**src/gat_pkg.sv**
```systemverilog
`timescale 1ns / 1ps
// ----------------------------------------------------------------------------
// gat_pkg
// Shared types and constants for the graph adjacency table.
// ----------------------------------------------------------------------------
package gat_pkg;

    localparam int MAX_VERTICES_DEF = 8;
    localparam int MAX_EDGES_DEF    = 8;
    localparam int LABEL_W          = 32;

    typedef enum logic [1:0] {
        OP_INS_V = 2'd0,
        OP_INS_E = 2'd1,
        OP_REM_E = 2'd2
    } op_t;

    typedef enum logic [3:0] {
        ST_VADDED   = 4'd0,
        ST_TFULL    = 4'd1,
        ST_VEXISTS  = 4'd2,
        ST_EADDED   = 4'd3,
        ST_NOORIGIN = 4'd4,
        ST_EEXISTS  = 4'd5,
        ST_EREMOVED = 4'd6,
        ST_EMISSING = 4'd7,
        ST_LFULL    = 4'd8
    } status_t;

    typedef enum logic [2:0] {
        S_IDLE,
        S_START,
        S_VSRCH,
        S_CNT,
        S_ESRCH,
        S_SHIFT
    } state_t;

    // Write strobes from the sequencer to the storage.
    typedef struct packed {
        logic lbl;
        logic cnt;
        logic edg;
    } mem_we_t;

endpackage

```
**src/graph_adjacency_table.sv**
```systemverilog
`timescale 1ns / 1ps
// ----------------------------------------------------------------------------
// graph_adjacency_table
// Bounded directed graph: a vertex label table with an ordered destination
// list per vertex, updated by one operation per input beat.
// ----------------------------------------------------------------------------
// Each input beat inserts a vertex, appends an edge or removes an edge and
// yields one status beat; operation code 3 is consumed without a status.
// Labels and destinations live in memories with a single registered read
// port, and one 32-bit comparator walks them one entry per cycle. A vertex
// insert searches the labels (up to MAX_VERTICES probed); an edge operation
// searches the labels, reads the list length, searches the list (up to
// MAX_EDGES entries probed) and on removal moves the later entries down to
// close the gap. A full or an empty table answers without a search, and an
// edge operation on an empty list without a list search. The next input
// beat can be taken in the same cycle that the status is offered. One
// operation is in work at a time; the status sits in an output register, so
// the next beat is taken while it waits, and that operation finishes once
// the register frees. No clearing pass is needed after reset.
module graph_adjacency_table #(
    parameter int MAX_VERTICES = gat_pkg::MAX_VERTICES_DEF,
    parameter int MAX_EDGES    = gat_pkg::MAX_EDGES_DEF
) (
    input  logic                               clk,
    input  logic                               rst_n,
    input  logic                               in_valid,
    output logic                               in_ready,
    input  logic [1:0]                         op,
    input  logic signed [gat_pkg::LABEL_W-1:0] label_a,
    input  logic signed [gat_pkg::LABEL_W-1:0] label_b,
    output logic                               out_valid,
    input  logic                               out_ready,
    output logic [3:0]                         status
);

    localparam int VW = (MAX_VERTICES > 1) ? $clog2(MAX_VERTICES) : 1;
    localparam int EW = (MAX_EDGES > 1) ? $clog2(MAX_EDGES) : 1;
    localparam int CW = $clog2(MAX_EDGES + 1);

    gat_pkg::mem_we_t            we;
    logic [VW-1:0]               lbl_waddr;
    logic [gat_pkg::LABEL_W-1:0] lbl_wdata;
    logic [VW-1:0]               lbl_raddr;
    logic [gat_pkg::LABEL_W-1:0] lbl_rdata;
    logic [VW-1:0]               cnt_waddr;
    logic [CW-1:0]               cnt_wdata;
    logic [VW-1:0]               cnt_raddr;
    logic [CW-1:0]               cnt_rdata;
    logic [VW-1:0]               edge_v;
    logic [EW-1:0]               edge_wj;
    logic [gat_pkg::LABEL_W-1:0] edge_wdata;
    logic [EW-1:0]               edge_rj;
    logic [gat_pkg::LABEL_W-1:0] edge_rdata;

    gat_ctrl #(
        .MAX_V (MAX_VERTICES),
        .MAX_E (MAX_EDGES)
    ) u_ctrl (
        .clk        (clk),
        .rst_n      (rst_n),
        .in_valid   (in_valid),
        .in_ready   (in_ready),
        .op         (op),
        .label_a    (label_a),
        .label_b    (label_b),
        .out_valid  (out_valid),
        .out_ready  (out_ready),
        .status     (status),
        .we         (we),
        .lbl_waddr  (lbl_waddr),
        .lbl_wdata  (lbl_wdata),
        .lbl_raddr  (lbl_raddr),
        .lbl_rdata  (lbl_rdata),
        .cnt_waddr  (cnt_waddr),
        .cnt_wdata  (cnt_wdata),
        .cnt_raddr  (cnt_raddr),
        .cnt_rdata  (cnt_rdata),
        .edge_v     (edge_v),
        .edge_wj    (edge_wj),
        .edge_wdata (edge_wdata),
        .edge_rj    (edge_rj),
        .edge_rdata (edge_rdata)
    );

    gat_store #(
        .MAX_V (MAX_VERTICES),
        .MAX_E (MAX_EDGES)
    ) u_store (
        .clk        (clk),
        .we         (we),
        .lbl_waddr  (lbl_waddr),
        .lbl_wdata  (lbl_wdata),
        .lbl_raddr  (lbl_raddr),
        .lbl_rdata  (lbl_rdata),
        .cnt_waddr  (cnt_waddr),
        .cnt_wdata  (cnt_wdata),
        .cnt_raddr  (cnt_raddr),
        .cnt_rdata  (cnt_rdata),
        .edge_v     (edge_v),
        .edge_wj    (edge_wj),
        .edge_wdata (edge_wdata),
        .edge_rj    (edge_rj),
        .edge_rdata (edge_rdata)
    );

endmodule

```
**src/gat_store.sv**
```systemverilog
`timescale 1ns / 1ps
// ----------------------------------------------------------------------------
// gat_store
// Label table, per-vertex list lengths and destination lists, each a memory
// with one write port and one registered read port.
// ----------------------------------------------------------------------------
module gat_store #(
    parameter int MAX_V = gat_pkg::MAX_VERTICES_DEF,
    parameter int MAX_E = gat_pkg::MAX_EDGES_DEF,
    localparam int VW = (MAX_V > 1) ? $clog2(MAX_V) : 1,
    localparam int EW = (MAX_E > 1) ? $clog2(MAX_E) : 1,
    localparam int CW = $clog2(MAX_E + 1)
) (
    input  logic                          clk,
    input  gat_pkg::mem_we_t              we,
    input  logic [VW-1:0]                 lbl_waddr,
    input  logic [gat_pkg::LABEL_W-1:0]   lbl_wdata,
    input  logic [VW-1:0]                 lbl_raddr,
    output logic [gat_pkg::LABEL_W-1:0]   lbl_rdata,
    input  logic [VW-1:0]                 cnt_waddr,
    input  logic [CW-1:0]                 cnt_wdata,
    input  logic [VW-1:0]                 cnt_raddr,
    output logic [CW-1:0]                 cnt_rdata,
    input  logic [VW-1:0]                 edge_v,
    input  logic [EW-1:0]                 edge_wj,
    input  logic [gat_pkg::LABEL_W-1:0]   edge_wdata,
    input  logic [EW-1:0]                 edge_rj,
    output logic [gat_pkg::LABEL_W-1:0]   edge_rdata
);

    logic [gat_pkg::LABEL_W-1:0] lbl_mem  [MAX_V];
    logic [CW-1:0]               cnt_mem  [MAX_V];
    logic [gat_pkg::LABEL_W-1:0] edge_mem [MAX_V][MAX_E];

    always_ff @(posedge clk)
    begin
        if (we.lbl)
        begin
            lbl_mem[lbl_waddr] <= lbl_wdata;
        end
        lbl_rdata <= lbl_mem[lbl_raddr];
    end

    always_ff @(posedge clk)
    begin
        if (we.cnt)
        begin
            cnt_mem[cnt_waddr] <= cnt_wdata;
        end
        cnt_rdata <= cnt_mem[cnt_raddr];
    end

    always_ff @(posedge clk)
    begin
        if (we.edg)
        begin
            edge_mem[edge_v][edge_wj] <= edge_wdata;
        end
        edge_rdata <= edge_mem[edge_v][edge_rj];
    end

endmodule

```
**src/gat_ctrl.sv**
```systemverilog
`timescale 1ns / 1ps
// ----------------------------------------------------------------------------
// gat_ctrl
// Sequencer: steps one 32-bit comparator over the label table and then over
// one destination list, closes gaps on removal and holds the result beat.
// ----------------------------------------------------------------------------
module gat_ctrl #(
    parameter int MAX_V = gat_pkg::MAX_VERTICES_DEF,
    parameter int MAX_E = gat_pkg::MAX_EDGES_DEF,
    localparam int VW = (MAX_V > 1) ? $clog2(MAX_V) : 1,
    localparam int EW = (MAX_E > 1) ? $clog2(MAX_E) : 1,
    localparam int CW = $clog2(MAX_E + 1),
    localparam int NW = $clog2(MAX_V + 1)
) (
    input  logic                          clk,
    input  logic                          rst_n,
    input  logic                          in_valid,
    output logic                          in_ready,
    input  logic [1:0]                    op,
    input  logic [gat_pkg::LABEL_W-1:0]   label_a,
    input  logic [gat_pkg::LABEL_W-1:0]   label_b,
    output logic                          out_valid,
    input  logic                          out_ready,
    output logic [3:0]                    status,
    output gat_pkg::mem_we_t              we,
    output logic [VW-1:0]                 lbl_waddr,
    output logic [gat_pkg::LABEL_W-1:0]   lbl_wdata,
    output logic [VW-1:0]                 lbl_raddr,
    input  logic [gat_pkg::LABEL_W-1:0]   lbl_rdata,
    output logic [VW-1:0]                 cnt_waddr,
    output logic [CW-1:0]                 cnt_wdata,
    output logic [VW-1:0]                 cnt_raddr,
    input  logic [CW-1:0]                 cnt_rdata,
    output logic [VW-1:0]                 edge_v,
    output logic [EW-1:0]                 edge_wj,
    output logic [gat_pkg::LABEL_W-1:0]   edge_wdata,
    output logic [EW-1:0]                 edge_rj,
    input  logic [gat_pkg::LABEL_W-1:0]   edge_rdata
);

    gat_pkg::state_t             state_reg, state_next;
    logic [1:0]                  op_reg, op_next;
    logic [gat_pkg::LABEL_W-1:0] a_reg, a_next;
    logic [gat_pkg::LABEL_W-1:0] b_reg, b_next;
    logic [NW-1:0]               vcount_reg, vcount_next;
    logic [VW-1:0]               vi_reg, vi_next;
    logic [VW-1:0]               v_reg, v_next;
    logic [CW-1:0]               ecnt_reg, ecnt_next;
    logic [EW-1:0]               ej_reg, ej_next;
    logic                        out_valid_reg, out_valid_next;
    gat_pkg::status_t            status_reg, status_next;

    logic                        fin;
    logic                        out_free;
    gat_pkg::status_t            res;
    logic [NW-1:0]               vi_inc;
    logic [CW-1:0]               ej_inc;
    logic [CW-1:0]               ej_inc2;
    logic [EW-1:0]               hold_rj;
    logic [gat_pkg::LABEL_W-1:0] cmp_lhs;
    logic [gat_pkg::LABEL_W-1:0] cmp_rhs;
    logic                        cmp_hit;

    assign in_ready  = (state_reg == gat_pkg::S_IDLE);
    assign out_valid = out_valid_reg;
    assign status    = status_reg;
    assign out_free  = !out_valid_reg || out_ready;

    assign vi_inc   = NW'(vi_reg) + NW'(1);
    assign ej_inc   = CW'(ej_reg) + CW'(1);
    assign ej_inc2  = CW'(ej_reg) + CW'(2);
    // The comparator looks at the label table during the vertex search and at
    // the destination list otherwise.
    assign cmp_lhs  = (state_reg == gat_pkg::S_VSRCH) ? lbl_rdata : edge_rdata;
    assign cmp_rhs  = (state_reg == gat_pkg::S_VSRCH) ? a_reg : b_reg;
    assign cmp_hit  = (cmp_lhs == cmp_rhs);
    // In the shift loop the read port already points one entry ahead.
    assign hold_rj  = (state_reg == gat_pkg::S_SHIFT) ? EW'(ej_inc) : ej_reg;

    assign edge_v = v_reg;

    always_comb
    begin
        state_next     = state_reg;
        op_next        = op_reg;
        a_next         = a_reg;
        b_next         = b_reg;
        vcount_next    = vcount_reg;
        vi_next        = vi_reg;
        v_next         = v_reg;
        ecnt_next      = ecnt_reg;
        ej_next        = ej_reg;
        out_valid_next = out_valid_reg && !out_ready;
        status_next    = status_reg;
        fin            = 1'b0;
        res            = gat_pkg::ST_VADDED;
        we             = '0;
        lbl_waddr      = VW'(vcount_reg);
        lbl_wdata      = a_reg;
        lbl_raddr      = vi_reg;
        cnt_waddr      = v_reg;
        cnt_wdata      = '0;
        cnt_raddr      = v_reg;
        edge_wj        = ej_reg;
        edge_wdata     = b_reg;
        edge_rj        = hold_rj;

        case (state_reg)
            gat_pkg::S_IDLE:
            begin
                if (in_valid)
                begin
                    op_next    = op;
                    a_next     = label_a;
                    b_next     = label_b;
                    state_next = gat_pkg::S_START;
                end
            end

            gat_pkg::S_START:
            begin
                vi_next   = '0;
                lbl_raddr = '0;
                case (op_reg)
                    gat_pkg::OP_INS_V:
                    begin
                        if (vcount_reg >= NW'(MAX_V))
                        begin
                            fin = 1'b1;
                            res = gat_pkg::ST_TFULL;
                        end
                        else if (vcount_reg == '0)
                        begin
                            fin         = 1'b1;
                            res         = gat_pkg::ST_VADDED;
                            we.lbl      = 1'b1;
                            we.cnt      = 1'b1;
                            cnt_waddr   = VW'(vcount_reg);
                            vcount_next = vcount_reg + NW'(1);
                        end
                        else
                        begin
                            state_next = gat_pkg::S_VSRCH;
                        end
                    end
                    gat_pkg::OP_INS_E, gat_pkg::OP_REM_E:
                    begin
                        if (vcount_reg == '0)
                        begin
                            fin = 1'b1;
                            res = gat_pkg::ST_NOORIGIN;
                        end
                        else
                        begin
                            state_next = gat_pkg::S_VSRCH;
                        end
                    end
                    default:
                    begin
                        // Undefined operation: no result beat, no change.
                        state_next = gat_pkg::S_IDLE;
                    end
                endcase
            end

            gat_pkg::S_VSRCH:
            begin
                if (op_reg == gat_pkg::OP_INS_V)
                begin
                    if (cmp_hit)
                    begin
                        fin = 1'b1;
                        res = gat_pkg::ST_VEXISTS;
                    end
                    else if (vi_inc >= vcount_reg)
                    begin
                        fin         = 1'b1;
                        res         = gat_pkg::ST_VADDED;
                        we.lbl      = 1'b1;
                        we.cnt      = 1'b1;
                        cnt_waddr   = VW'(vcount_reg);
                        vcount_next = vcount_reg + NW'(1);
                    end
                    else
                    begin
                        vi_next   = VW'(vi_inc);
                        lbl_raddr = VW'(vi_inc);
                    end
                end
                else
                begin
                    if (cmp_hit)
                    begin
                        v_next     = vi_reg;
                        cnt_raddr  = vi_reg;
                        state_next = gat_pkg::S_CNT;
                    end
                    else if (vi_inc >= vcount_reg)
                    begin
                        fin = 1'b1;
                        res = gat_pkg::ST_NOORIGIN;
                    end
                    else
                    begin
                        vi_next   = VW'(vi_inc);
                        lbl_raddr = VW'(vi_inc);
                    end
                end
            end

            gat_pkg::S_CNT:
            begin
                ecnt_next = cnt_rdata;
                if (cnt_rdata == '0)
                begin
                    fin = 1'b1;
                    if (op_reg == gat_pkg::OP_INS_E)
                    begin
                        res       = gat_pkg::ST_EADDED;
                        we.edg    = 1'b1;
                        edge_wj   = '0;
                        we.cnt    = 1'b1;
                        cnt_wdata = CW'(1);
                    end
                    else
                    begin
                        res = gat_pkg::ST_EMISSING;
                    end
                end
                else
                begin
                    ej_next    = '0;
                    edge_rj    = '0;
                    state_next = gat_pkg::S_ESRCH;
                end
            end

            gat_pkg::S_ESRCH:
            begin
                if (op_reg == gat_pkg::OP_INS_E)
                begin
                    if (cmp_hit)
                    begin
                        fin = 1'b1;
                        res = gat_pkg::ST_EEXISTS;
                    end
                    else if (ej_inc >= ecnt_reg)
                    begin
                        fin = 1'b1;
                        if (ecnt_reg >= CW'(MAX_E))
                        begin
                            res = gat_pkg::ST_LFULL;
                        end
                        else
                        begin
                            res       = gat_pkg::ST_EADDED;
                            we.edg    = 1'b1;
                            edge_wj   = EW'(ecnt_reg);
                            we.cnt    = 1'b1;
                            cnt_wdata = ecnt_reg + CW'(1);
                        end
                    end
                    else
                    begin
                        ej_next = EW'(ej_inc);
                        edge_rj = EW'(ej_inc);
                    end
                end
                else
                begin
                    if (cmp_hit)
                    begin
                        if (ej_inc >= ecnt_reg)
                        begin
                            fin       = 1'b1;
                            res       = gat_pkg::ST_EREMOVED;
                            we.cnt    = 1'b1;
                            cnt_wdata = ecnt_reg - CW'(1);
                        end
                        else
                        begin
                            edge_rj    = EW'(ej_inc);
                            state_next = gat_pkg::S_SHIFT;
                        end
                    end
                    else if (ej_inc >= ecnt_reg)
                    begin
                        fin = 1'b1;
                        res = gat_pkg::ST_EMISSING;
                    end
                    else
                    begin
                        ej_next = EW'(ej_inc);
                        edge_rj = EW'(ej_inc);
                    end
                end
            end

            gat_pkg::S_SHIFT:
            begin
                // Read data is the entry after ej; move it down one place.
                we.edg     = 1'b1;
                edge_wj    = ej_reg;
                edge_wdata = edge_rdata;
                ej_next    = EW'(ej_inc);
                if (ej_inc2 < ecnt_reg)
                begin
                    edge_rj = EW'(ej_inc2);
                end
                else
                begin
                    fin       = 1'b1;
                    res       = gat_pkg::ST_EREMOVED;
                    we.cnt    = 1'b1;
                    cnt_wdata = ecnt_reg - CW'(1);
                end
            end

            default:
            begin
                state_next = gat_pkg::S_IDLE;
            end
        endcase

        if (fin)
        begin
            if (out_free)
            begin
                state_next     = gat_pkg::S_IDLE;
                out_valid_next = 1'b1;
                status_next    = res;
            end
            else
            begin
                // Result register still occupied: freeze and reread the same entries.
                state_next  = state_reg;
                vcount_next = vcount_reg;
                vi_next     = vi_reg;
                v_next      = v_reg;
                ecnt_next   = ecnt_reg;
                ej_next     = ej_reg;
                we          = '0;
                lbl_raddr   = vi_reg;
                cnt_raddr   = v_reg;
                edge_rj     = hold_rj;
            end
        end
    end

    always_ff @(posedge clk or negedge rst_n)
    begin
        if (!rst_n)
        begin
            state_reg     <= gat_pkg::S_IDLE;
            vcount_reg    <= '0;
            out_valid_reg <= 1'b0;
        end
        else
        begin
            state_reg     <= state_next;
            vcount_reg    <= vcount_next;
            out_valid_reg <= out_valid_next;
        end
    end

    always_ff @(posedge clk)
    begin
        op_reg     <= op_next;
        a_reg      <= a_next;
        b_reg      <= b_next;
        vi_reg     <= vi_next;
        v_reg      <= v_next;
        ecnt_reg   <= ecnt_next;
        ej_reg     <= ej_next;
        status_reg <= status_next;
    end

    a_vcount_bound: assert property (@(posedge clk) disable iff (!rst_n)
        vcount_reg <= NW'(MAX_V))
        else $error("vertex count beyond table size");

    a_vadd_clears_count: assert property (@(posedge clk) disable iff (!rst_n)
        we.lbl |-> (we.cnt && (cnt_wdata == '0) && (vcount_reg < NW'(MAX_V))))
        else $error("vertex insert without clearing its list length");

    a_shift_only_remove: assert property (@(posedge clk) disable iff (!rst_n)
        (state_reg == gat_pkg::S_SHIFT) |-> (op_reg == gat_pkg::OP_REM_E))
        else $error("shift loop entered by an operation other than remove");

    a_result_after_work: assert property (@(posedge clk) disable iff (!rst_n)
        $rose(out_valid_reg) |-> ($past(state_reg) != gat_pkg::S_IDLE))
        else $error("result beat without an operation in progress");

    a_list_len_bound: assert property (@(posedge clk) disable iff (!rst_n)
        we.cnt |-> (cnt_wdata <= CW'(MAX_E)))
        else $error("list length written beyond capacity");

endmodule

```
**config.mk**
```make
export PLATFORM = sky130hd
export DESIGN_NAME = graph_adjacency_table
export DESIGN_NICKNAME = d
export VERILOG_FILES = /design/src/gat_pkg.sv /design/src/graph_adjacency_table.sv /design/src/gat_store.sv /design/src/gat_ctrl.sv
export SDC_FILE = /design/constraint.sdc
export NUM_CORES = 2
export LEC_CHECK = 0
export BUFFER_PORTS_ARGS = -buffer_cell sky130_fd_sc_hd__buf_4
export CELL_PAD_IN_SITES_DETAIL_PLACEMENT = 1
export CELL_PAD_IN_SITES_GLOBAL_PLACEMENT = 1
export CORE_MARGIN = 2
export CORE_UTILIZATION = 45
export DETAILED_ROUTE_END_ITERATION = 7
export GPL_ROUTABILITY_DRIVEN = 0
export MAX_ROUTING_LAYER = met4
export PLACE_DENSITY_LB_ADDON = 0.05
export SLEW_MARGIN = 20
export SYNTH_ARGS = -nofsm -noshare
export SYNTH_HDL_FRONTEND = slang
export SYNTH_SLANG_ARGS = --single-unit
```
**constraint.sdc**
```tcl
create_clock -name clk -period 5.4 [get_ports clk]
set_input_delay 0.81 -clock clk [delete_from_list [all_inputs] [get_ports clk]]
set_output_delay 0.81 -clock clk [all_outputs]
set_load 0.01 [all_outputs]
```
-- After elaboration in Yosys (flattened, before gate mapping)
Memory sizes are Yosys's and may differ from the RTL's. A register that Yosys moved wholly into a read port is not among the register bits.
Index checks and enable logic that the tools add are counted.
- logic and storage cells: 202
- output and inout bits: 6
- flip-flop bits (word level): 123
- memories: 3
- memory bits (writable): 2336
- input bits: 70
- muxes and demuxes: 140
- equality and inequality tests: 18
- order comparisons: 8
- bitwise gates (word level): 2
- add/subtract/negate cells: 6
- reduce and logical (&&, ||, !) cells: 13
- memories (name ; words ; width ; read ports ; clocked after Yosys merged registers in ; wr ports ; RTL line ; text):
    u_store.edge_mem ; 8 ; 256 ; 1 ; 1 ; 1 ; gat_store.sv:33 ; logic [gat_pkg::LABEL_W-1:0] edge_mem [MAX_V][MAX_E];
    u_store.lbl_mem ; 8 ; 32 ; 1 ; 1 ; 1 ; gat_store.sv:31 ; logic [gat_pkg::LABEL_W-1:0] lbl_mem [MAX_V];
    u_store.cnt_mem ; 8 ; 4 ; 1 ; 1 ; 1 ; gat_store.sv:32 ; logic [CW-1:0] cnt_mem [MAX_V];
- operators with widths (operator ; count):
    2-to-1 mux 256 bit ; 1
    2-to-1 mux 32 bit ; 6
    2-to-1 mux 3 bit ; 55
    2-to-1 mux 4 bit ; 25
    binary-select mux 32 bit (select 3 bit) ; 1
    demux 32 bit (select 3 bit) ; 1
    equality test 32 bit ; 1
    2-to-1 mux 2 bit ; 12
    case mux 3 bit (2 select lines) ; 4
    2-to-1 mux 1 bit ; 23
    case mux 4 bit (5 select lines) ; 1
    case mux 3 bit (3 select lines) ; 2
    case mux 3 bit (6 select lines) ; 1
    >= comparator 4 bit (second input constant) ; 4
    case mux 4 bit (2 select lines) ; 2
    != test 3 x 2 -> 1 bit (second input constant) ; 5
    case mux 4 bit (3 select lines) ; 1
    case mux 1 bit (5 select lines) ; 2
    AND reduction 10 bit ; 1
    adder 3 x 1 -> 4 bit (second input constant) ; 2
    adder 4 x 1 -> 4 bit (second input constant) ; 2
    >= comparator 4 bit ; 2
    logical NOT 4 bit ; 2
    NOT 3 -> 4 bit ; 2
    other kinds (22) ; 29

-- Depth between registers and ports, before layout
- word-level depth: 12
- gate-level depth with buffers: 15
- mapped depth without buffers: 13

-- By module
A second synthesis with hierarchy kept.
- cells, all modules: 5506
- area, all modules: 97154.4 sq um
- modules (own cells, without submodules) (module ; instances ; cells an instance ; sequential area each (sq um) ; area each (sq um)):
    gat_store ; 1 ; 4982 ; 71508.6 ; 91710.5
    gat_ctrl ; 1 ; 524 ; 2632.5 ; 5444.0

-- Worst setup path before layout
OpenSTA, ideal clock, no wires.
- path kind: register -> register
- start: reg u_ctrl.vi_reg[2]
- end: mem u_store.lbl_mem[5][0] (netlist name) (enable)
- setup time: 461 ps
- data arrival time: 5016 ps
- data required time: 4939 ps
- cell stages (with the launch flop): 14
- slack: -77 ps
- cells stage by stage: dfxtp_1 > clkbuf_1 > clkbuf_1 > buf_1 > xor2_1 > ha_1 > a21o_1 > a21oi_1 > nor2_1 > a211oi_4 > nor2_1 > nor2_1 > nand2_1 > nor3_1
- cells in the longest elaborated chain, start to end: 10
- elaborated cells between the ends (all ways): 15
- those cells by class: add/sub (1); order compare (1); mux (13)
- RTL lines (element ; RTL line ; text):
    start, declared ; gat_ctrl.sv:46 ; logic [VW-1:0] vi_reg, vi_next;
    start signal, assigned ; gat_ctrl.sv:371 ; vi_reg <= vi_next;
    adder 3 x 1 -> 4 bit (*) ; gat_ctrl.sv:69 ; assign vi_inc = NW'(vi_reg) + NW'(1);
    >= comparator 4 bit (*) ; gat_ctrl.sv:175, gat_ctrl.sv:198 ;
    2-to-1 mux 2 bit ; gat_ctrl.sv:175 ; else if (vi_inc >= vcount_reg)
    2-to-1 mux 2 bit ; gat_ctrl.sv:170 ; if (cmp_hit)
    2-to-1 mux 2 bit ; gat_ctrl.sv:168 ; if (op_reg == gat_pkg::OP_INS_V)
    case mux 1 bit (2 select lines) ; gat_ctrl.sv:108 ; case (state_reg)
    2-to-1 mux 3 bit ; gat_ctrl.sv:327 ; if (out_free)
    2-to-1 mux 3 bit (*) ; gat_ctrl.sv:325 ; if (fin)
    2-to-1 mux 1 bit (*) ; gat_store.sv:37 ; if (we.lbl)
    2-to-1 mux 1 bit (implied by the code) (*) ; gat_store.sv:39 ; lbl_mem[lbl_waddr] <= lbl_wdata;
    end, declared ; gat_store.sv:31 ;
Every way passes the cells marked *; elsewhere a longest branch is shown, timed or not.

-- Worst setup path after layout
- start: reg u_ctrl.ej_reg[1]
- end: reg u_store.edge_rdata[30] (netlist name)
- cells in the longest elaborated chain, start to end: 12
- elaborated cells between the ends (all ways): 22
- those cells by class: add/sub (2); order compare (2); mux (17); bitwise (1)
- RTL lines (element ; RTL line ; text):
    start, declared ; gat_ctrl.sv:49 ; logic [EW-1:0] ej_reg, ej_next;
    start signal, assigned ; gat_ctrl.sv:374 ; ej_reg <= ej_next;
    adder 3 x 1 -> 4 bit (*) ; gat_ctrl.sv:70 ; assign ej_inc = CW'(ej_reg) + CW'(1);
    via u_ctrl.ej_inc[1] ; gat_ctrl.sv:57 ; logic [CW-1:0] ej_inc;
    >= comparator 4 bit or 2-to-1 mux 3 bit (tied branches) ; n/a ;
    2-to-1 mux 3 bit ; gat_ctrl.sv:247, gat_ctrl.sv:273, gat_ctrl.sv:286 ;
    2-to-1 mux 3 bit ; gat_ctrl.sv:242 ; if (cmp_hit)
    2-to-1 mux 3 bit ; gat_ctrl.sv:240 ; if (op_reg == gat_pkg::OP_INS_E)
    case mux 3 bit (3 select lines) ; gat_ctrl.sv:108 ;
    2-to-1 mux 3 bit ; gat_ctrl.sv:327 ;
    2-to-1 mux 3 bit (*) ; gat_ctrl.sv:325 ;
    NOT 3 -> 4 bit (implied by the code) (*) ; gat_store.sv:59 ; edge_rdata <= edge_mem[edge_v][edge_rj];
    binary-select mux 32 bit (select 3 bit) (*) ; gat_store.sv:59 ;
    2-to-1 mux 32 bit (implied by the code) (*) (2 in a row) ; gat_store.sv:59 ;
    end signal, assigned ; gat_store.sv:59 ;
    end, declared ; gat_store.sv:28 ; output logic [gat_pkg::LABEL_W-1:0] edge_rdata
The timed path passes the listed nets; every way through them passes the cells marked *. The select of a mux whose other input is x is not followed.
A chain may end at the register's enable or synchronous reset.

==> metrics.md <==
| Metric | Value |
|---|---|
| Largest register FFs | `2,048` |
| Flop-to-flop setup slack | `0.17 ns` |
| Largest net degree at the start of global routing | `130` |
| Clock-pin slew on the worst setup and hold paths | `0.06 ns` |
| IO Pins | `76` |
| Post-synth cell types | `65` |
| Root buf cell | `clkbuf_16` |
| Startpoint Class | `register` |
| Clk_lat worst skew | `0.94 ns` |
| I/O Buffers | `75` |
| Relative slew slack | `0.306` |
| First-pass GRT wire length | `429,000 µm` |
| Post-layout nets | `5,925` |
| Vias in the first global route | `56.3k` |
| Antenna violations before repair | `12` |
| Global route overflow | `0` |
| HPWL after DPL | `roughly 170,000 µm` |
| Die Footprint | `0.215 mm²` |
| Hold Path Origin | `label_a[23]` |
| Crit path max fanout | `53` |
| WHS Endpoint | `u_ctrl.lbl_wdata[23]` |
| Synth top cells by count | `edfxtp_1, a22oi_1, mux2i_1, clkbuf_1, nand4_1` |
| Post-synth top area share | `0.764` |
| Final Max Tran Viols | `0` |
| Most flops, register | `u_store.edge_mem` |
| Sequential fraction of the synthesis area | `0.781` |
| Post-route DRC violation count | `0` |
| RSZ-0062 raised after global routing | `false` |
| Routed wire length | `303,000 µm` |
| Initial DRT Pass Iterations | `6` |
| Post-synthesis adder-cell area fraction | `0.00290` |
| Metal2 WL | `142,000 µm` |
| Hold Violations, Final | `0` |
| Synthesized Nets | `5,571` |
| Hold slack | `between 0.07 and 0.08 ns` |
| Xor/xnor cell area share of the yosys netlist | `0.00655` |
| Avg Inst Size Synth | `17.3 µm²` |
| Cells on Worst Hold Path | `1` |
| Clock skew | `0.0665 ns` |
| Registers with the most flip-flops | `u_store.edge_mem (2048), u_store.lbl_mem (256)` |
| Worst slew pin tran | `1.04 ns` |
| Lkg Pwr | `approximately 35 nW` |
| Top layer in use | `met4` |
| Maxcap violations | `0` |
| Status | `completed` |
| Wire per inst | `34.3 µm` |
| Critical path data required time | `6.26 ns` |
| Mux contribution to synthesized area | `0.0413` |
| Initial DRC Count | `5,952` |
| Final core utilization | `0.529` |
| Filler cells | `approximately 19k` |
| Post-synth top area cell | `edfxtp_1` |
| Minimum clock period | `5.23 ns` |
| Row cnt | `around 170` |
| Top post-synthesis cells by area | `edfxtp_1, a22oi_1, mux2i_1` |
| Post_cts resized | `0` |
| Crit Path Class | `reg2reg` |
| CP max stage cell | `mux2i_1` |
| Fmax | `roughly 190 MHz` |
| Simple-Gate Fraction of Synth Area | `0.0439` |
| Cell area after synthesis | `0.0949 mm²` |
| Initial Utilization | `0.453` |
| Core footprint | `between 0.2 and 0.25 mm²` |
| Number of flops mapped to enable cells by yosys | `roughly 2.4k` |
| Die width | `463 µm` |
| CP Capture Type | `register` |
| Launch point of the worst reg-to-reg path | `u_ctrl.ej_reg[1]` |
| Data arrival, critical path | `6.10 ns` |
| Post-synth top flop | `edfxtp_1` |
| Worst R2R Path Depth | `13` |
| Metal3 WL | `18,900 µm` |
| Pwr Density | `463 mW/mm²` |
| Via count | `55.5k` |
| Postcts setup bufs | `0` |
| Final setup vio count | `0` |
| Met1 Routed Length | `about 130,000 µm` |
| Post-synthesis compound-gate area fraction | `0.108` |
| Largest family of logic cells by synthesized area | `compound AO/OA/AOI/OAI gates` |
| Cell count after synthesis | `approximately 5.5k` |
| H-tree lvl count | `5` |
| Clk buf depth | `4` |
| Vias per cell | `6.28` |
| GRT Total Usage | `0.287` |
| #FFs+latches synth | `between 2k and 2.5k` |
| Peak VDD IR | `0.417 mV` |
| Share of layout cells above drive strength 1 | `0.158` |
| Final period utilization | `0.969` |
| Area grow syn2layout | `16.9%` |
| Ys async rst share | `0.00321` |
| CTS Buf Count | `between 200 and 300` |
| Max stage delay on crit path | `0.89 ns` |
| CTS tree | `done` |
| Antenna-violating nets left | `0` |
| Worst hold path type | `in2reg` |
| Synth warn | `0` |
| Most common cell in the netlist | `edfxtp_1` |
| Worst-path cell chain | `ha_1 > ha_1 > a21boi_0 > o21ai_0 > a21oi_1 > nand2_1 > nand4_1 > a211o_1 > o21ai_0 > o31a_2 > buf_12 > mux2i_1 > mux2_2` |
| CTS Sinks | `around 2.5k` |
| Die Ht | `463 µm` |
| Reg2reg end | `u_store.edge_rdata[30]` |
==> critical path, delay by kind of cell (launching register included) <==
kind	cells	cell delay, ns
AO/OA/AOI/OAI	6	1.73
adder cells (fa/ha/maj)	2	0.68
buffers and inverters	1	0.51
flip-flops	1	0.47
multiplexers	2	1.20
AND/OR/NAND/NOR	2	0.50
==> cell families (layout without fill, tap and decap cells) <==
logic type                 count (synthesis)  count (layout)
AOI/OAI and AO/OA                       1366            1366
xor gates and xnor gates                  71              71
adders and majority gates                 22              22
buffers and inverters                    384             923
DFF                                     2495            2495
muxes                                    386             386
other                                      0               4
and+or+nand+nor                          755             755
==> how the worst max path moves through the flow <==
stage | from | slack, ns | cells after the start | endpoint
final | u_ctrl.ej_reg[1] | 0.17 | 13 | u_store.edge_rdata[30]
after global routing | u_ctrl.ej_reg[1] | 0.02 | 13 | u_store.edge_rdata[30]
after CTS | u_ctrl.ej_reg[1] | 0.22 | 13 | u_store.edge_rdata[30]
after detailed placement | u_ctrl.ej_reg[1] | 0.22 | 13 | u_store.edge_rdata[30]
after global placement | u_ctrl.ej_reg[1] | 0.23 | 13 | u_store.edge_rdata[30]
after floorplan | u_ctrl.vi_reg[2] | -0.08 | 13 | u_store.lbl_mem[5][0]
==> metrics by stage <==
step                      power (mW)  TNS (ns)  instance area, µm²  setup WS (ns)  cells
after floorplan                 28.9     -4.95               94900        -0.0773   5479
after CTS                       51.7         0              111000          0.223   8823
final                           51.4         0              111000          0.167   8827
after global routing            52.9         0              111000         0.0229   8825
after global placement          33.4         0              102000          0.234   8351
after detailed placement        33.6         0              102000          0.216   8351
==> where the power goes <==
group	internal, mW	switching [mW]	leakage [nW]
Combinational	3.04	6.40	8.64
Clock	10.7	7.47	4.17
Sequential	23.3	0.482	22.4
Total	37.1	14.3	35.2
==> layout make-up <==
class | count | area [µm²] | share of cell area
Antenna cell | 4 | 10.0 | 0.0000902
Clock buffer | 382 | 7740 | 0.0697
Clock inverter | 89 | 830 | 0.00748
Inverter | 22 | 82.6 | 0.000744
Multi-Input combinational cell | 2600 | 20000 | 0.180
Sequential cell | 2495 | 74100 | 0.668
Tap cell | 2805 | 3510 | 0.0316
Timing Repair Buffer | 430 | 4680 | 0.0422
==> layout by cell type (no fill, tap or decap), drive strengths merged, types with 105 or more instances in the layout <==
cell type,n
and2,135
a211oi,263
clkbuf,382
a22oi,1030
edfxtp,2413
nor2,105
buf,429
nand4,273
mux2i,342
nand2,123
==> routing by layer <==
metal / GRT usage / vias up
li1: - / 23338
met1: 0.403 / 29584
met2: 0.438 / 2032
met3: 0.0384 / 496
met4: 0.0892 / 0
met5: - / -
==> repair_timing <==
action                     CTS  global route
setup endpoints to repair    0             0
hold buffers                 1             0
hold endpoints to repair     8             0
(Power assumes the default switching activity.)
